## config.mk

```make
export PLATFORM = sky130hd
export DESIGN_NAME = flame_seek_spray_controller
export DESIGN_NICKNAME = d
export VERILOG_FILES = /design/src/fssc_pkg.sv /design/src/fssc_front.sv /design/src/fssc_queue.sv /design/src/fssc_back.sv /design/src/flame_seek_spray_controller.sv
export SDC_FILE = /design/constraint.sdc
export NUM_CORES = 1
export LEC_CHECK = 0
export BUFFER_PORTS_ARGS = -buffer_cell sky130_fd_sc_hd__buf_2
export CAP_MARGIN = 25
export CORE_MARGIN = 2
export CORE_UTILIZATION = 57
export CTS_BUF_LIST = sky130_fd_sc_hd__clkbuf_4 sky130_fd_sc_hd__clkbuf_8 sky130_fd_sc_hd__clkbuf_16
export CTS_CLUSTER_DIAMETER = 80
export DETAILED_ROUTE_END_ITERATION = 6
export HOLD_SLACK_MARGIN = 0.1
export PLACE_DENSITY = 0.74
export SKIP_LAST_GASP = 1
export SLEW_MARGIN = 20
export SYNTH_ARGS = -nofsm -noshare
export SYNTH_HDL_FRONTEND = slang
export SYNTH_HIERARCHICAL = 1
export SYNTH_SLANG_ARGS = --single-unit
```

## constraint.sdc

```tcl
create_clock -name clk -period 18.4 [get_ports clk]
set_input_delay 1.84 -clock clk [delete_from_list [all_inputs] [get_ports clk]]
set_output_delay 1.84 -clock clk [all_outputs]
set_load 0.1 [all_outputs]
```

## src/fssc_pkg.sv

```systemverilog
package fssc_pkg;

	// controller states, in the order the result field encodes them
	typedef enum logic [2:0] {
		ST_IDLE,
		ST_ASSESS,
		ST_TURN,
		ST_ADJUST,
		ST_SPRAY
	} state_t;

	// stored fire direction
	typedef enum logic [2:0] {
		HD_FRONT,
		HD_LEFT,
		HD_RIGHT,
		HD_REAR,
		HD_NONE
	} head_t;

	// motor and pump commands
	typedef enum logic [2:0] {
		CMD_HALT,
		CMD_LEFT,
		CMD_RIGHT,
		CMD_REVERSE,
		CMD_WATER_ON,
		CMD_WATER_OFF
	} cmd_t;

	// configuration register indexes
	typedef enum logic [2:0] {
		REG_RUN_MODE,
		REG_TOO_CLOSE,
		REG_MIN_SPRAY,
		REG_TARGET,
		REG_MAX_APPROACH,
		REG_SPRAY_TIME,
		REG_TURN_TIMEOUT,
		REG_ADJUST_TIMEOUT
	} reg_t;

	localparam logic [1:0] MODE_OFF  = 2'd0;
	localparam logic [1:0] MODE_AUTO = 2'd1;

	// echo products: echo_us * 343, compared against mm * 2000
	localparam int          X_W          = 25;
	localparam logic [X_W-1:0] MM_SCALE  = 25'd343;
	localparam logic [X_W-1:0] X_PER_MM  = 25'd2000;
	localparam logic [X_W-1:0] X_NEAR    = 25'd40000;   // 20 mm
	localparam logic [15:0] ECHO_MAX_US  = 16'd25000;
	localparam logic [12:0] WIN_MARGIN_MM = 13'd31;     // window edge + 30, strict compare

	localparam logic [9:0]  ASSESS_WAIT_MS = 10'd700;

	// reset values of the registers
	localparam logic [1:0]  RST_RUN_MODE    = MODE_AUTO;
	localparam logic [11:0] RST_TOO_CLOSE   = 12'd100;
	localparam logic [11:0] RST_MIN_SPRAY   = 12'd150;
	localparam logic [11:0] RST_TARGET      = 12'd250;
	localparam logic [11:0] RST_MAX_APPROACH = 12'd400;
	localparam logic [15:0] RST_SPRAY_TIME  = 16'd5000;
	localparam logic [15:0] RST_TURN_TO     = 16'd8000;
	localparam logic [15:0] RST_ADJUST_TO   = 16'd7000;

	localparam int QDEPTH = 4;
	localparam int QPTR_W = 2;

	// classified tick: flame directions and distance bands
	typedef struct packed {
		logic front;
		logic left;
		logic right;
		logic rear;
		logic lt_close;
		logic gt_far;
		logic lt_min;
	} cls_t;

	function automatic logic [X_W-1:0] mm_to_x(input logic [12:0] mm);
		return X_W'(mm) * X_PER_MM;
	endfunction

endpackage

```

## src/fssc_front.sv

```systemverilog
module fssc_front #(
	parameter int TW = 32
) (
	input  logic              clk,
	input  logic              arst_n,
	input  logic              in_valid,
	output logic              in_ready,
	input  logic [5:0]        flame_bits,
	input  logic [15:0]       echo_us,
	input  logic [31:0]       now_ms,
	input  logic              cfg_we,
	input  logic [2:0]        cfg_index,
	input  logic [15:0]       cfg_data,
	output logic              push_valid,
	input  logic              push_ready,
	output fssc_pkg::cls_t    push_cls,
	output logic [TW-1:0]     push_ms
);
	import fssc_pkg::*;

	logic            v_s1;
	logic            front_s1, left_s1, right_s1, rear_s1;
	logic            far_s1;
	logic [X_W-1:0]  x_s1;
	logic [TW-1:0]   now_s1;

	logic [X_W-1:0]  close_x_q, min_x_q, win_x_q, max_x_q;
	logic            far_w;

	// scaled distance thresholds, rewritten on register writes
	always_ff @(posedge clk or negedge arst_n) begin
		if (!arst_n) begin
			close_x_q <= mm_to_x({1'b0, RST_TOO_CLOSE});
			min_x_q   <= mm_to_x({1'b0, RST_MIN_SPRAY});
			win_x_q   <= mm_to_x({1'b0, RST_TARGET} + WIN_MARGIN_MM);
			max_x_q   <= mm_to_x({1'b0, RST_MAX_APPROACH} + 13'd1);
		end else if (cfg_we) begin
			case (cfg_index)
				REG_TOO_CLOSE:    close_x_q <= mm_to_x({1'b0, cfg_data[11:0]});
				REG_MIN_SPRAY:    min_x_q   <= mm_to_x({1'b0, cfg_data[11:0]});
				REG_TARGET:       win_x_q   <= mm_to_x({1'b0, cfg_data[11:0]} + WIN_MARGIN_MM);
				REG_MAX_APPROACH: max_x_q   <= mm_to_x({1'b0, cfg_data[11:0]} + 13'd1);
				default: ;
			endcase
		end
	end

	// input stage: take a word whenever the stage is empty or drains
	assign in_ready = !v_s1 || push_ready;

	always_ff @(posedge clk or negedge arst_n) begin
		if (!arst_n) begin
			v_s1 <= 1'b0;
		end else if (in_ready) begin
			v_s1 <= in_valid;
		end
	end

	// decode flame sensors and scale the echo
	always_ff @(posedge clk) begin
		if (in_valid && in_ready) begin
			front_s1 <= flame_bits[0] | flame_bits[1];
			left_s1  <= flame_bits[2] | (flame_bits[0] & ~flame_bits[1] & ~flame_bits[3]);
			right_s1 <= flame_bits[3] | (flame_bits[1] & ~flame_bits[0] & ~flame_bits[2]);
			rear_s1  <= flame_bits[4] | flame_bits[5];
			far_s1   <= (echo_us == 16'd0) || (echo_us >= ECHO_MAX_US);
			x_s1     <= X_W'(echo_us) * MM_SCALE;
			now_s1   <= TW'(now_ms);
		end
	end

	// band the distance; a far reading lies above every threshold
	assign far_w = far_s1 || (x_s1 < X_NEAR);

	always_comb begin
		push_cls.front    = front_s1;
		push_cls.left     = left_s1;
		push_cls.right    = right_s1;
		push_cls.rear     = rear_s1;
		push_cls.lt_close = !far_w && (x_s1 < close_x_q);
		push_cls.lt_min   = !far_w && (x_s1 < min_x_q);
		push_cls.gt_far   = far_w || (x_s1 >= max_x_q) || (x_s1 >= win_x_q);
	end

	assign push_valid = v_s1;
	assign push_ms    = now_s1;

endmodule

```

## src/fssc_queue.sv

```systemverilog
module fssc_queue #(
	parameter int TW = 32
) (
	input  logic              clk,
	input  logic              arst_n,
	input  logic              push_valid,
	output logic              push_ready,
	input  fssc_pkg::cls_t    push_cls,
	input  logic [TW-1:0]     push_ms,
	output logic              pop_valid,
	input  logic              pop,
	output fssc_pkg::cls_t    pop_cls,
	output logic [TW-1:0]     pop_ms
);
	import fssc_pkg::*;

	cls_t              cls_mem [QDEPTH];
	logic [TW-1:0]     ms_mem  [QDEPTH];
	logic [QPTR_W-1:0] wr_ptr_q, rd_ptr_q;
	logic [QPTR_W:0]   count_q;
	logic              do_push, do_pop;

	assign push_ready = (count_q != (QPTR_W+1)'(QDEPTH));
	assign pop_valid  = (count_q != '0);
	assign do_push    = push_valid && push_ready;
	assign do_pop     = pop && pop_valid;

	// store a word at the tail
	always_ff @(posedge clk) begin
		if (do_push) begin
			cls_mem[wr_ptr_q] <= push_cls;
			ms_mem[wr_ptr_q]  <= push_ms;
		end
	end

	// advance pointers and occupancy
	always_ff @(posedge clk or negedge arst_n) begin
		if (!arst_n) begin
			wr_ptr_q <= '0;
			rd_ptr_q <= '0;
			count_q  <= '0;
		end else begin
			if (do_push) wr_ptr_q <= wr_ptr_q + QPTR_W'(1);
			if (do_pop)  rd_ptr_q <= rd_ptr_q + QPTR_W'(1);
			if (do_push && !do_pop)      count_q <= count_q + (QPTR_W+1)'(1);
			else if (do_pop && !do_push) count_q <= count_q - (QPTR_W+1)'(1);
		end
	end

	assign pop_cls = cls_mem[rd_ptr_q];
	assign pop_ms  = ms_mem[rd_ptr_q];

endmodule

```

## src/fssc_back.sv

```systemverilog
module fssc_back #(
	parameter int TW = 32
) (
	input  logic              clk,
	input  logic              arst_n,
	input  logic              q_valid,
	output logic              q_pop,
	input  fssc_pkg::cls_t    q_cls,
	input  logic [TW-1:0]     q_ms,
	input  logic              cfg_we,
	input  logic [2:0]        cfg_index,
	input  logic [15:0]       cfg_data,
	output logic              out_valid,
	input  logic              out_ready,
	output logic [2:0]        command,
	output logic              is_last,
	output logic [2:0]        fsm_now,
	output logic [2:0]        heading
);
	import fssc_pkg::*;

	logic [1:0]    mode_q;
	logic [15:0]   spray_ms_q, turn_to_q, adjust_to_q;
	state_t        fsm_q, fsm_n;
	head_t         head_q, head_n;
	logic [TW-1:0] entry_q;
	logic          entry_upd;

	logic [TW-1:0] elapsed, limit;
	logic          over;
	logic          any_flame;
	cmd_t          c0, c1, c2;
	logic [1:0]    cnt;
	logic          step_go, pk_load, pk_free;

	logic          pk_valid_q;
	cmd_t          pk_cmd_q [3];
	logic [1:0]    pk_cnt_q, idx_q;
	state_t        pk_state_q;
	head_t         pk_head_q;

	// configuration registers
	always_ff @(posedge clk or negedge arst_n) begin
		if (!arst_n) begin
			mode_q      <= RST_RUN_MODE;
			spray_ms_q  <= RST_SPRAY_TIME;
			turn_to_q   <= RST_TURN_TO;
			adjust_to_q <= RST_ADJUST_TO;
		end else if (cfg_we) begin
			case (cfg_index)
				REG_RUN_MODE:       mode_q      <= cfg_data[1:0];
				REG_SPRAY_TIME:     spray_ms_q  <= cfg_data;
				REG_TURN_TIMEOUT:   turn_to_q   <= cfg_data;
				REG_ADJUST_TIMEOUT: adjust_to_q <= cfg_data;
				default: ;
			endcase
		end
	end

	// timer: wrapping time in state against the limit of this state
	always_comb begin
		case (fsm_q)
			ST_ASSESS: limit = TW'(ASSESS_WAIT_MS);
			ST_TURN:   limit = TW'(turn_to_q);
			ST_ADJUST: limit = TW'(adjust_to_q);
			ST_SPRAY:  limit = TW'(spray_ms_q);
			default:   limit = '0;
		endcase
	end

	assign elapsed   = q_ms - entry_q;
	assign over      = elapsed > limit;
	assign any_flame = q_cls.front | q_cls.left | q_cls.right | q_cls.rear;

	// next state, entry time and heading
	always_comb begin
		fsm_n     = fsm_q;
		head_n    = head_q;
		entry_upd = 1'b0;
		if (mode_q == MODE_AUTO) begin
			case (fsm_q)
				ST_IDLE: begin
					if (any_flame) begin
						fsm_n     = ST_ASSESS;
						entry_upd = 1'b1;
					end
				end
				ST_ASSESS: begin
					if (over) begin
						if (q_cls.front)
							head_n = HD_FRONT;
						else if (q_cls.left && !q_cls.right && !q_cls.rear)
							head_n = HD_LEFT;
						else if (q_cls.right && !q_cls.left && !q_cls.rear)
							head_n = HD_RIGHT;
						else if (q_cls.rear && !q_cls.left && !q_cls.right)
							head_n = HD_REAR;
						else if (q_cls.left && q_cls.right && !q_cls.rear)
							head_n = HD_LEFT;
						else
							head_n = HD_NONE;
						if (head_n == HD_FRONT)     fsm_n = ST_ADJUST;
						else if (head_n != HD_NONE) fsm_n = ST_TURN;
						else                        fsm_n = ST_IDLE;
						entry_upd = 1'b1;
					end
				end
				ST_TURN: begin
					if (q_cls.front) begin
						fsm_n     = ST_ADJUST;
						entry_upd = 1'b1;
					end else if (over) begin
						fsm_n = ST_IDLE;
					end else if (!(head_q inside {HD_LEFT, HD_REAR, HD_RIGHT})) begin
						fsm_n     = ST_ASSESS;
						entry_upd = 1'b1;
					end
				end
				ST_ADJUST: begin
					if (!q_cls.front) begin
						fsm_n     = ST_ASSESS;
						entry_upd = 1'b1;
					end else if (q_cls.gt_far && !q_cls.lt_close) begin
						fsm_n = ST_SPRAY;
					end else if (q_cls.lt_close || q_cls.lt_min) begin
						if (over) begin
							fsm_n     = ST_SPRAY;
							entry_upd = 1'b1;
						end
					end else begin
						fsm_n     = ST_SPRAY;
						entry_upd = 1'b1;
					end
				end
				ST_SPRAY: begin
					if (!q_cls.front) begin
						fsm_n = ST_IDLE;
					end else if (over) begin
						fsm_n     = ST_ASSESS;
						entry_upd = 1'b1;
					end
				end
				default: fsm_n = ST_IDLE;
			endcase
		end
	end

	// command run of this tick
	always_comb begin
		c0  = CMD_HALT;
		c1  = CMD_HALT;
		c2  = CMD_HALT;
		cnt = 2'd0;
		if (mode_q == MODE_OFF) begin
			c1  = CMD_WATER_OFF;
			cnt = 2'd2;
		end else if (mode_q == MODE_AUTO) begin
			case (fsm_q)
				ST_IDLE: begin
					c0  = CMD_WATER_OFF;
					cnt = any_flame ? 2'd2 : 2'd1;
				end
				ST_ASSESS: begin
					c1  = CMD_WATER_OFF;
					cnt = 2'd2;
				end
				ST_TURN: begin
					c0  = CMD_WATER_OFF;
					cnt = 2'd2;
					if (!q_cls.front && !over) begin
						if (head_q inside {HD_LEFT, HD_REAR}) c1 = CMD_LEFT;
						else if (head_q == HD_RIGHT)          c1 = CMD_RIGHT;
					end
				end
				ST_ADJUST: begin
					c0 = CMD_WATER_OFF;
					if (!q_cls.front) begin
						cnt = 2'd2;
					end else if (q_cls.lt_close ||
					             (!q_cls.gt_far && q_cls.lt_min)) begin
						c1  = CMD_REVERSE;
						cnt = over ? 2'd3 : 2'd2;
					end else if (q_cls.gt_far) begin
						cnt = 2'd1;
					end else begin
						cnt = 2'd2;
					end
				end
				ST_SPRAY: begin
					cnt = 2'd2;
					if (!q_cls.front) begin
						c1 = CMD_WATER_OFF;
					end else begin
						c1 = CMD_WATER_ON;
						if (over) begin
							c2  = CMD_WATER_OFF;
							cnt = 2'd3;
						end
					end
				end
				default: cnt = 2'd0;
			endcase
		end
	end

	// run a tick once its commands have room in the output packet; a tick with no commands does not wait
	assign is_last = (idx_q == pk_cnt_q - 2'd1);
	assign pk_free = !pk_valid_q || (out_ready && is_last);
	assign step_go = q_valid && ((cnt == 2'd0) || pk_free);
	assign pk_load = step_go && (cnt != 2'd0);
	assign q_pop   = step_go;

	// controller state; a mode write drops back to idle
	always_ff @(posedge clk or negedge arst_n) begin
		if (!arst_n) begin
			fsm_q   <= ST_IDLE;
			head_q  <= HD_FRONT;
			entry_q <= '0;
		end else if (cfg_we && cfg_index == REG_RUN_MODE) begin
			fsm_q <= ST_IDLE;
		end else if (step_go) begin
			fsm_q  <= fsm_n;
			head_q <= head_n;
			if (entry_upd) entry_q <= q_ms;
		end
	end

	// output packet: hold commands, advance one word per handshake
	always_ff @(posedge clk or negedge arst_n) begin
		if (!arst_n) begin
			pk_valid_q <= 1'b0;
			idx_q      <= 2'd0;
		end else if (pk_load) begin
			pk_valid_q <= 1'b1;
			idx_q      <= 2'd0;
		end else if (pk_valid_q && out_ready) begin
			if (is_last) pk_valid_q <= 1'b0;
			else         idx_q      <= idx_q + 2'd1;
		end
	end

	always_ff @(posedge clk) begin
		if (pk_load) begin
			pk_cmd_q[0] <= c0;
			pk_cmd_q[1] <= c1;
			pk_cmd_q[2] <= c2;
			pk_cnt_q    <= cnt;
			pk_state_q  <= fsm_n;
			pk_head_q   <= head_n;
		end
	end

	// select the current word
	always_comb begin
		case (idx_q)
			2'd0:    command = pk_cmd_q[0];
			2'd1:    command = pk_cmd_q[1];
			default: command = pk_cmd_q[2];
		endcase
	end

	assign out_valid = pk_valid_q;
	assign fsm_now   = pk_state_q;
	assign heading   = pk_head_q;

	a_idx_in_run: assert property (@(posedge clk) disable iff (!arst_n)
		pk_valid_q |-> (idx_q < pk_cnt_q))
		else $error("word index beyond command count");

	a_idx_step: assert property (@(posedge clk) disable iff (!arst_n)
		(out_valid && out_ready && !is_last) |=>
			(pk_valid_q && idx_q == $past(idx_q) + 2'd1))
		else $error("packet did not advance to next word");

	a_mode_idle: assert property (@(posedge clk) disable iff (!arst_n)
		(cfg_we && cfg_index == REG_RUN_MODE) |=> (fsm_q == ST_IDLE))
		else $error("mode write did not return controller to idle");

endmodule

```

## src/flame_seek_spray_controller.sv

```systemverilog
// Flame-seek and spray controller. Each input word is one control tick (flame
// sensor bits, ultrasonic echo width, millisecond timestamp); the block runs a
// five-state seek/assess/turn/adjust/spray controller and answers each tick
// with zero to three command words, the last one flagged by is_last, all
// carrying the state and heading after the tick. The front stage takes one
// tick per cycle while the queue has room, decodes flame directions and
// bands the echo distance, and parks the result in a four-entry queue. The
// back end executes one tick per cycle while the output allows it, but holds
// a tick with commands until the single output packet register is free, that
// is, until the last word of the previous packet is taken; a tick with no
// commands does not wait. Register writes take effect at once and are meant
// for an idle block; a run_mode write returns the controller to idle.
module flame_seek_spray_controller #(
	parameter int TIME_WIDTH = 32
) (
	input  logic        clk,
	input  logic        arst_n,
	input  logic        in_valid,
	output logic        in_ready,
	input  logic [5:0]  flame_bits,
	input  logic [15:0] echo_us,
	input  logic [31:0] now_ms,
	input  logic        cfg_we,
	input  logic [2:0]  cfg_index,
	input  logic [15:0] cfg_data,
	output logic        out_valid,
	input  logic        out_ready,
	output logic [2:0]  command,
	output logic        is_last,
	output logic [2:0]  fsm_now,
	output logic [2:0]  heading
);
	import fssc_pkg::*;

	logic                  push_valid, push_ready;
	cls_t                  push_cls, pop_cls;
	logic [TIME_WIDTH-1:0] push_ms, pop_ms;
	logic                  pop_valid, pop;

	fssc_front #(.TW(TIME_WIDTH)) u_front (
		.clk        (clk),
		.arst_n     (arst_n),
		.in_valid   (in_valid),
		.in_ready   (in_ready),
		.flame_bits (flame_bits),
		.echo_us    (echo_us),
		.now_ms     (now_ms),
		.cfg_we     (cfg_we),
		.cfg_index  (cfg_index),
		.cfg_data   (cfg_data),
		.push_valid (push_valid),
		.push_ready (push_ready),
		.push_cls   (push_cls),
		.push_ms    (push_ms)
	);

	fssc_queue #(.TW(TIME_WIDTH)) u_queue (
		.clk        (clk),
		.arst_n     (arst_n),
		.push_valid (push_valid),
		.push_ready (push_ready),
		.push_cls   (push_cls),
		.push_ms    (push_ms),
		.pop_valid  (pop_valid),
		.pop        (pop),
		.pop_cls    (pop_cls),
		.pop_ms     (pop_ms)
	);

	fssc_back #(.TW(TIME_WIDTH)) u_back (
		.clk       (clk),
		.arst_n    (arst_n),
		.q_valid   (pop_valid),
		.q_pop     (pop),
		.q_cls     (pop_cls),
		.q_ms      (pop_ms),
		.cfg_we    (cfg_we),
		.cfg_index (cfg_index),
		.cfg_data  (cfg_data),
		.out_valid (out_valid),
		.out_ready (out_ready),
		.command   (command),
		.is_last   (is_last),
		.fsm_now   (fsm_now),
		.heading   (heading)
	);

endmodule
```

==> results of run 1 <==
## area by class of cell
type / instances / area (sq um)
inverter: 379 / 1420
fill: 4109 / 19500
sequential: 408 / 11400
multi-input combinational: 1866 / 17100
clock inverter: 23 / 289
antenna: 1 / 2.50
timing repair buffer: 110 / 701
clock buffer: 57 / 1230
tap: 688 / 861
## cell usage in the layout, fill, tap and decap left out, types with 50 or more instances in the layout
cell type,netlist,routed
nand2_1,180,180
a21o_1,71,71
o21ai_0,128,128
dfrtp_1,128,127
ha_1,362,362
buf_2,8,89
a21oi_1,158,158
mux2_2,70,70
fa_1,168,168
edfxtp_1,231,231
xor2_1,50,50
inv_1,379,379
xnor2_1,65,65
nor2_1,99,99
## through the flow
stage	instance area (sq um)	util	cells	hold WS, ns	setup WS, ns
finish	33000	0.629	3532	0.478	11.03
global route	33000	0.629	3532	0.497	10.50
CTS	33000	0.628	3529	0.484	10.92
detailed placement	31500	0.599	3449	0.472	10.63
global placement	31400	0.597	3443	0.464	10.76
floorplan	30300	-	2722	0.449	11.52
## tightest hold or removal path: stages (launching register included)
cell and delay, ns:
dfrtp_1 0.34, nand2_1 0.05, o31ai_1 0.05
## power by group
part	switching (mW)	internal [mW]	total (mW)
combinational	2.41	1.62	4.03
clock	0.364	0.560	0.924
sequential	0.189	1.32	1.51
## logic make-up (layout without fill, tap and decap cells)
kind of cell	after synthesis	after routing
AO/OA/AOI/OAI	554	554
multiplexers	154	154
adder cells (fa/ha/maj)	530	530
XOR/XNOR	118	118
AND/OR/NAND/NOR	510	510
flip-flops	408	408
buffers and inverters	448	569
other	0	1
## flip-flops by register name, summed over array words and instances, names as in the netlist, 19 cells and up
| name | count |
|---|---|
| u_queue/ms_mem | 128 |
| u_back/entry_q | 32 |
| u_front/push_ms | 32 |
| u_queue/cls_mem | 28 |
| u_front/x_s1 | 25 |
| u_front/max_x_q | 20 |
| u_front/win_x_q | 20 |
| u_front/close_x_q | 19 |
| u_front/min_x_q | 19 |
## worst max-delay path by stage
stage | endpoint | slack, ns | cells after the start
6_report | u_back/entry_q[15]$_DFFE_PN0P_ | 11.03 | 24
5_1_grt | u_back/entry_q[15]$_DFFE_PN0P_ | 10.50 | 24
4_1_cts | u_back/entry_q[8]$_DFFE_PN0P_ | 10.92 | 24
3_5_place_dp | u_front/win_x_q[22]$_DFFE_PN0P_ | 10.63 | 20
3_3_place_gp | u_front/win_x_q[22]$_DFFE_PN0P_ | 10.76 | 20
2_1_floorplan | u_front/win_x_q[22]$_DFFE_PN0P_ | 11.52 | 20
## routing by layer
metal	up-vias	global-route usage	part of all wire
met4	0	0.0907	0.035
li1	9768	-	-
met5	-	0	0
met3	133	0.0367	0.041
met2	458	0.445	0.50
met1	10400	0.333	0.42
==> run summary, run 1 <==
Drt first pass iters - 5
Hold Crit Start - u_front/win_x_q[20]$_DFFE_PN0P_
Count leader, synth - inv_1
Area growth from synthesis to layout - 8.96%
CP required - 18.86 ns
GPL Wtd Cong - 0.918
Setup bufs post-CTS - 0
TritonCTS Buffers - 43
Post-Synth XOR/XNOR Area - 0.0348
Status - complete, no violations
Synth Flop Type - edfxtp_1
Main combinational cell family by area after synthesis - adder cells
CP Data Arrival Time - 7.82 ns
Synth top area cells - edfxtp_1 (23%), ha_1 (15%), fa_1 (11%)
Iteration-0 DRC Markers - 1237
H-tree levels - 2
Top cells by count, synth - inv_1 (379), ha_1 (362), edfxtp_1 (231)
Clock skew - 0.0194 ns
Syn_nets - 3330
Synth Instances - 2722
Cell Area, Synth - 30300 sq um
DPL Wire Length - 54.2 mm
Clk_lat worst skew - 0.58 ns
Post-DR vias/cell - 5.87
Detailed-route via count - 20700
Reg2Reg Depth - 24
CTS clk-pin slew, worst paths - 0.06 ns
Hold buffers post-CTS - 0
Static Leak - 14.8 nW
DIE WIDTH - 235 um
First-pass GRT wire length - 114 mm
Die height - 235 um
Critical Path Source Type - flip-flop
Io pins - 90
Critical Path Fanout Max - 37
PortBufs - 89
RSZ-0062 raised after global routing - no
CP Capture Type - flip-flop
CTS Buffer Depth - 3
Post_cts resized - 0
Cell Chain, Critical Path - buf_4, mux4_2, inv_1, ha_1, inv_1, fa_1, a21o_1, a221oi_1, nor3_1, a211o_1, xor2_1, ha_1, nand4_1, nor3_1, a21boi_0, a2111oi_0, a22oi_1, nor4_1, nand4_1, or4_1, o22a_1, o21ai_4, buf_16, mux2_1
Slew HR - 0.346
Sequential element share of the synthesized area - 0.377
Yosys top cell by area - edfxtp_1
GRT overflow - 0
Min Clock Period, post-route - 7.37 ns
Setup crit start - u_queue/rd_ptr_q[0]$_DFFE_PN0P_
Origin of the critical flop-to-flop path - u_queue/rd_ptr_q[0]$_DFFE_PN0P_
Cell family with most CP delay - compound AO/OA/AOI/OAI gates
Vias in the first global route - 21700
Post-synth top area share - 0.229
Worst Tran Pin Value - 0.978 ns
Sink Count - 408
IR drop worst, VDD - 0.101 mV
Worst Hold Class - flip-flop to flip-flop
CP Buf/Inv Count - 4
Share of cells above drive strength 1 - 0.136
Crit path largest cell delay - 0.68 ns
Hold Path End - u_front/win_x_q[20]$_DFFE_PN0P_
Nets - 3416
CTS tree - yes
Starting Density - 0.577
Slowest CP cell - or4_1
Core area - 52600 sq um
Reg2reg setup slack - 11.03 ns
Power per cell area - 196 nW/um^2
Routed len/inst - 19.7 um
Synth Area in Compound Gates - 0.116
Final Cycle Share - 0.400
Worst Hold Depth - 2
FF-to-FF End - u_back/entry_q[15]$_DFFE_PN0P_
Post-Synth Simple-Gate Area - 0.0813
FF+latch count, synth - 408
Warnings, synthesis - 6
FMAX - 136 MHz
Crit path kind - flip-flop to flip-flop
Total Power - 6.46 mW
Number of antenna violations at the first check in global routing - 1
Mapped Avg Cell Area - 11.1 sq um
Yosys cell types - 88
ANT nets after route - 0
Number of enable flip-flop cells after synthesis - 231
Overall routed net length - 69.7 mm
Row count - 84
Root buf cell - clkbuf_16
Die area - 55100 sq um
Final Hold Fails - 0
Largest net degree at the start of global routing - 80
Setup_tns - 0 ns
DRC - 0
Total GRT Usage - 0.258
Synth async-reset ratio - 0.434
Final setup fails - 0
Synth Area in Adders - 0.260
Mux contribution to synthesized area - 0.0712
Max Cap Viol - 0
Max Slew Vio Count - 0
(Power assumes the default switching activity.)
==> run 2, diff against run 1 <==
- ABC_AREA: default -> 1
- PLACE_DENSITY: 0.74 -> 0.77
- clock period: 18.4 -> 6.72 ns (I/O delays scaled with it)
==> run summary, run 2 <==
Status - complete, no violations
Hold buffers post-CTS - 0 (unchanged)
Mapped Avg Cell Area - 8.35 sq um (-25%)
Synth Flop Type - edfxtp_1
H-tree levels - 2 (unchanged)
Most flops, register - u_queue/ms_mem
Worst Tran Pin Value - 0.915 ns (-0.0630 ns)
Drt first pass iters - 6 (+1)
Post-DR vias/cell - 5.25 (-11%)
Share of cells above drive strength 1 - 0.0803 (-0.0555)
Fillers - 4885 (+19%)
Number of enable flip-flop cells after synthesis - 231 (unchanged)
Max Cap Viol - 0 (unchanged)
Slew HR - 0.390 (+0.0440)
Largest net degree at the start of global routing - 77 (-3.8%)
Post_cts resized - 0 (unchanged)
ANT nets after route - 0 (unchanged)
DPL Wire Length - 58.7 mm (+8.3%)
Cell Area, Synth - 32500 sq um (+7.0%)
Reg power frac - 0.220 (-0.014)
Slowest CP cell - inv_4
Combinational share of power - 0.643 (+0.019)
CP Capture Type - flip-flop
Warnings, synthesis - 6 (unchanged)
Overall routed net length - 76.0 mm (+9.0%)
Final setup fails - 0 (unchanged)
Row count - 87 (+3.6%)
Top cells by count, synth - nand2_1 (1092), inv_1 (811), ha_1 (362)
Layout Cell Area excl Fill - 35300 sq um (+6.8%)
Yosys top cell by area - edfxtp_1
Total net switching power - 9.27 mW (+210%)
GPL Wtd Cong - 0.963 (+4.8%)
Starting Density - 0.576 (-0.00143)
Core area - 56400 sq um (+7.3%)
Die area - 58900 sq um (+6.9%)
Setup bufs post-CTS - 0 (unchanged)
Static Leak - 18.3 nW (+24%)
Crit path largest cell delay - 0.53 ns (-0.15 ns)
Placed Area - 33700 sq um (+7.1%)
Final Cycle Share - 0.908 (+0.507)
Commonest non-fill, non-tap cell in the layout - nand2_1
Routed len/inst - 15.9 um (-19%)
Vias in the first global route - 24200 (+12%)
Worst Hold Class - primary input to asynchronous set/reset pin
Clk pwr share - 0.137 (-0.006)
Max reg flops - 128 (unchanged)
CTS clk-pin slew, worst paths - 0.06 ns (about the same)
Dpl cells - 4694 (+36%)
Clk_lat worst skew - 0.60 ns (+0.02 ns)
Final Hold Fails - 0 (unchanged)
Synth async-reset ratio - 0.434 (unchanged)
Total GRT Usage - 0.262 (+0.00431)
CP required - 6.96 ns (-11.90 ns)
Area growth from synthesis to layout - 8.77%
FMAX - 164 MHz (+21%)
PortBufs - 89 (unchanged)
CTS Buffer Depth - 3 (unchanged)
Max Slew Vio Count - 0 (unchanged)
Nets - 4594 (+34%)
FF+latch count, synth - 408 (unchanged)
Syn_nets - 4495 (+35%)
IR drop worst, VDD - 0.390 mV (+290%)
Sequential element share of the synthesized area - 0.352 (-0.0248)
Number of antenna violations at the first check in global routing - 2 (+1)
Detailed-route via count - 25100 (+21%)
Sink Count - 408 (unchanged)
Critical Path Source Type - flip-flop
First-pass GRT wire length - 124 mm (+8.7%)
Total Power - 18.4 mW (+180%)
Critical Path Fanout Max - 76 (+110%)
CP Data Arrival Time - 6.34 ns (-1.48 ns)
CTS tree - yes
Sw Ratio - 0.504 (+0.0447)
Iteration-0 DRC Markers - 1939 (+57%)
GRT overflow - 0 (unchanged)
RSZ-0062 raised after global routing - no
Power per cell area - 521 nW/um^2 (+170%)
Post-synth top area share - 0.214 (-0.0150)
Setup_tns - 0 ns (unchanged)
Non-filler instance count after layout - 4780 (+35%)
Synth top area cells - edfxtp_1 (21%), ha_1 (14%), nand2_1 (13%)
Commonest non-fill, non-tap cells in the layout - nand2_1 (1092), inv_1 (811), ha_1 (362)
Clock skew - 0.0385 ns (+0.0191 ns)
DIE WIDTH - 243 um (+3.4%)
Die height - 243 um (+3.4%)
Crit path kind - flip-flop to flip-flop
Io pins - 90 (unchanged)
Synth Instances - 3887 (+43%)
Root buf cell - clkbuf_16
Internal Power - 9.14 mW (+160%)
CP most frequent cell - nand2_1
Yosys cell types - 62 (-30%)
Min Clock Period, post-route - 6.10 ns (-1.27 ns)
TritonCTS Buffers - 45 (+4.7%)
DRC - 0 (unchanged)
Count leader, synth - nand2_1
==> run 2: changes by cell type in the layout (fill, tap and decap cells not counted), moves of 65 or more <==
cell and delta:
nand2_1 +912, nor2_1 +75, mux2_2 -70, inv_1 +432
a21o_1 -65, nand3_1 +114
==> run 2: area by class of cell <==
class	instances	area, sq um	area share
clock buffer	50	1180	0.0333
clock inverter	33	368	0.0104
sequential	408	11400	0.324
tap	756	946	0.0268
timing repair buffer	122	756	0.0214
inverter	826	3100	0.0879
antenna	2	5.00	0.000142
multi-input combinational	2583	17500	0.496
==> run 2: power groups by stage <==
stage / registers (mW) / logic [mW] / clock network [mW]
3_5_place_dp: 4.08 / 11.7 / 0
6_report: 4.05 / 11.8 / 2.53
5_1_grt: 4.12 / 13.6 / 2.67
3_3_place_gp: 4.06 / 11.4 / 0
4_1_cts: 4.04 / 11.8 / 2.56
2_1_floorplan: 4.07 / 8.84 / 0
==> run 2: kinds of logic after synthesis <==
family / count (synthesis) / synth area share
xor+xnor: 64 / 0.0183
buf+inv: 896 / 0.110
flops: 408 / 0.352
compound gates: 400 / 0.0724
simple gates: 1588 / 0.204
mux: 1 / 0.000308
fa+ha+maj: 530 / 0.243
==> run 2: final timing paths <==
kind | start | end | slack, ns | cells after the start
worst max-delay path | u_queue/rd_ptr_q[0]$_DFFE_PN0P_ | u_back/pk_cmd_q[0][3]$_SDFFCE_PP1P_ | 0.62 | 34
worst min-delay path | arst_n | u_back/entry_q[24]$_DFFE_PN0P_ | 0.11 | 1
worst max register to register | u_queue/rd_ptr_q[0]$_DFFE_PN0P_ | u_back/pk_cmd_q[0][3]$_SDFFCE_PP1P_ | 0.62 | 34
worst min register to register | u_front/max_x_q[18]$_DFFE_PN1P_ | u_front/max_x_q[18]$_DFFE_PN1P_ | 0.47 | 2
max in group asynchronous | arst_n | u_front/max_x_q[22]$_DFFE_PN0P_ | 5.24 | 2
min in group clk | now_ms[29] | u_front/push_ms[29]$_DFFE_PP_ | 0.24 | 1
==> run 2: metal layers <==
layer  wire, um  vias to the layer above  share of wire  global-route usage
met4       2380                        0          0.031              0.0879
li1           -                    12500              -                   -
met1      33400                    11800           0.44               0.357
met5          0                        -              0                   0
met3       4700                      131          0.062              0.0391
met2      35500                      728           0.47               0.431
==> run 2: metrics by stage <==
step / setup slack (ns) / hold slack, ns / utilization
after floorplan: 1.44 / 0.376 / -
after global placement: 0.856 / 0.461 / 0.597
after detailed placement: 0.734 / 0.465 / 0.598
after CTS: 0.716 / 0.110 / 0.626
after global routing: 0.186 / 0.149 / 0.626
final: 0.620 / 0.108 / 0.626
==> run 2: worst max-delay path: cells and delay by family, from the launching register on <==
| kind | cells | cell delay (ns) |
|---|---|---|
| xor gates and xnor gates | 1 | 0.16 |
| adders and majority gates | 2 | 0.64 |
| and+or+nand+nor | 21 | 1.99 |
| DFF | 1 | 0.41 |
| AOI/OAI and AO/OA | 5 | 0.64 |
| buffers and inverters | 5 | 1.86 |
==> run 3, diff against run 2 <==
- BUFFER_PORTS_ARGS: -buffer_cell sky130_fd_sc_hd__buf_2 -> -buffer_cell sky130_fd_sc_hd__clkbuf_2
- CORE_UTILIZATION: 57 -> 50
- PLACE_DENSITY: 0.77 -> 0.69
==> run summary, run 3 (same netlist as run 2, synthesis figures left out) <==
Layout Cell Area excl Fill - 35600 sq um (+0.72%)
Root buf cell - clkbuf_16
Setup bufs post-CTS - 0 (unchanged)
Max Slew Vio Count - 0 (unchanged)
Crit path kind - flip-flop to flip-flop
IR drop worst, VDD - 0.245 mV (-37%)
Iteration-0 DRC Markers - 1577 (-19%)
Hold buffers post-CTS - 0 (unchanged)
DIE WIDTH - 259 um (+6.7%)
Critical Path Source Type - flip-flop
CP Capture Type - flip-flop
DRC - 0 (unchanged)
Worst Hold Class - primary input to asynchronous set/reset pin
Total GRT Usage - 0.234 (-0.0281)
Critical Path Fanout Max - 54 (-29%)
CP required - 6.93 ns (-0.03 ns)
First-pass GRT wire length - 125 mm (+1.1%)
Antenna diodes - 0 (-2)
GRT overflow - 0 (unchanged)
FMAX - 169 MHz (+2.9%)
GPL Wtd Cong - 0.977 (+1.5%)
Clk_lat worst skew - 0.62 ns (+0.02 ns)
Pre-CTS setup slack - 0.717 ns (-0.0172 ns)
ANT nets after route - 0 (unchanged)
Post-Route Hold Slack - 0.117 ns (+0.00918 ns)
H-tree levels - 2 (unchanged)
Share of cells above drive strength 1 - 0.0822 (+0.00193)
Core area - 64300 sq um (+14%)
Min Clock Period, post-route - 5.93 ns (-0.171 ns)
Dpl cells - 4793 (+2.1%)
Sw Ratio - 0.496 (-0.00748)
PortBufs - 89 (unchanged)
Sink Count - 408 (unchanged)
Clk pwr share - 0.149 (+0.012)
Reg power frac - 0.218 (-0.002)
Most flops, register - u_queue/ms_mem
Commonest non-fill, non-tap cell in the layout - nand2_1
Status - complete, no violations
Commonest non-fill, non-tap cells in the layout - nand2_1 (1092), inv_1 (811), ha_1 (362)
Reg2Reg Depth - 32 (-5.9%)
Total net switching power - 9.20 mW (-0.72%)
Core Util, Final - 0.553 (-0.0735)
Vias in the first global route - 24400 (+0.98%)
CTS Buffer Depth - 3 (unchanged)
Die height - 259 um (+6.7%)
Worst Tran Pin Value - 0.989 ns (+0.0741 ns)
Internal Power - 9.35 mW (+2.3%)
Row count - 93 (+6.9%)
Footprint of the multi-input gates - 17500 sq um (about the same)
Final setup fails - 0 (unchanged)
Total Power - 18.5 mW (+0.78%)
Number of antenna violations at the first check in global routing - 0 (-2)
Combinational share of power - 0.633 (-0.010)
Slew HR - 0.339 (-0.0517)
RSZ-0062 raised after global routing - no
Clock skew - 0.0568 ns (+0.0183 ns)
Post_cts resized - 0 (unchanged)
Crit path largest cell delay - 0.43 ns (-0.10 ns)
Placed Area - 33800 sq um (+0.34%)
Die area - 67000 sq um (+14%)
Area growth from synthesis to layout - 9.55%
Slowest CP cell - inv_4
Power per cell area - 522 nW/um^2 (about the same)
Starting Density - 0.504 (-0.0712)
Detailed-route via count - 24900 (-1.0%)
Non-filler instance count after layout - 4880 (+2.1%)
Setup ws final - 0.792 ns (+0.171 ns)
Max Cap Viol - 0 (unchanged)
Max reg flops - 128 (unchanged)
CTS clk-pin slew, worst paths - 0.06 ns (about the same)
Routed len/inst - 15.6 um (-1.7%)
Setup_tns - 0 ns (unchanged)
Final Hold Fails - 0 (unchanged)
Static Leak - 18.4 nW (+0.56%)
Register area - 11400 sq um (unchanged)
DPL Wire Length - 59.4 mm (+1.2%)
TritonCTS Buffers - 46 (+2.2%)
Largest net degree at the start of global routing - 78 (+1.3%)
CTS tree - yes
Nets - 4595 (+0.022%)
Final Cycle Share - 0.882 (-0.0255)
Drt first pass iters - 6 (unchanged)
Post-DR vias/cell - 5.09 (-3.1%)
CP Data Arrival Time - 6.14 ns (-0.20 ns)
Fillers - 5953 (+22%)
Io pins - 90 (unchanged)
CP most frequent cell - nand2_1
Overall routed net length - 76.2 mm (+0.37%)
run 3: layout make-up:
type | count | share of cell area
multi-input combinational | 2583 | 0.493
timing repair buffer | 122 | 0.0208
sequential | 408 | 0.321
tap | 855 | 0.0301
clock inverter | 26 | 0.0119
clock buffer | 60 | 0.0357
inverter | 826 | 0.0873
run 3: worst max-delay path, delay by kind of cell (launching register included):
family	cells	cell delay (ns)
AO/OA/AOI/OAI	5	0.63
XOR/XNOR	1	0.22
adder cells (fa/ha/maj)	2	0.71
buffers and inverters	4	1.46
flip-flops	1	0.42
AND/OR/NAND/NOR	20	2.06
run 3: path summary, 6_finish.rpt:
check,start,endpoint,slack [ns]
min in group clk,now_ms[12],u_front/push_ms[12]$_DFFE_PP_,0.23
setup / recovery,u_queue/rd_ptr_q[0]$_DFFE_PN0P_,u_back/pk_cmd_q[0][6]$_SDFFCE_PP0P_,0.79
max in group asynchronous,arst_n,u_back/spray_ms_q[1]$_DFFE_PN0P_,5.32
setup reg to reg,u_queue/rd_ptr_q[0]$_DFFE_PN0P_,u_back/pk_cmd_q[0][6]$_SDFFCE_PP0P_,0.79
hold / removal,arst_n,u_back/entry_q[19]$_DFFE_PN0P_,0.12
hold reg to reg,u_front/min_x_q[18]$_DFFE_PN1P_,u_front/min_x_q[18]$_DFFE_PN1P_,0.47
run 3: power by group through the flow:
| stage | Clock [mW] | Combinational (mW) | Sequential (mW) |
|---|---|---|---|
| global placement | 0 | 11.4 | 4.06 |
| CTS | 2.83 | 11.7 | 4.04 |
| floorplan | 0 | 8.84 | 4.07 |
| finish | 2.77 | 11.7 | 4.04 |
| global route | 2.92 | 13.5 | 4.12 |
| detailed placement | 0 | 11.6 | 4.08 |
run 3: metal layers:
layer	global-route usage	share of wire
met1	0.316	0.45
met2	0.395	0.47
met3	0.0301	0.047
met4	0.0678	0.027
met5	0	0
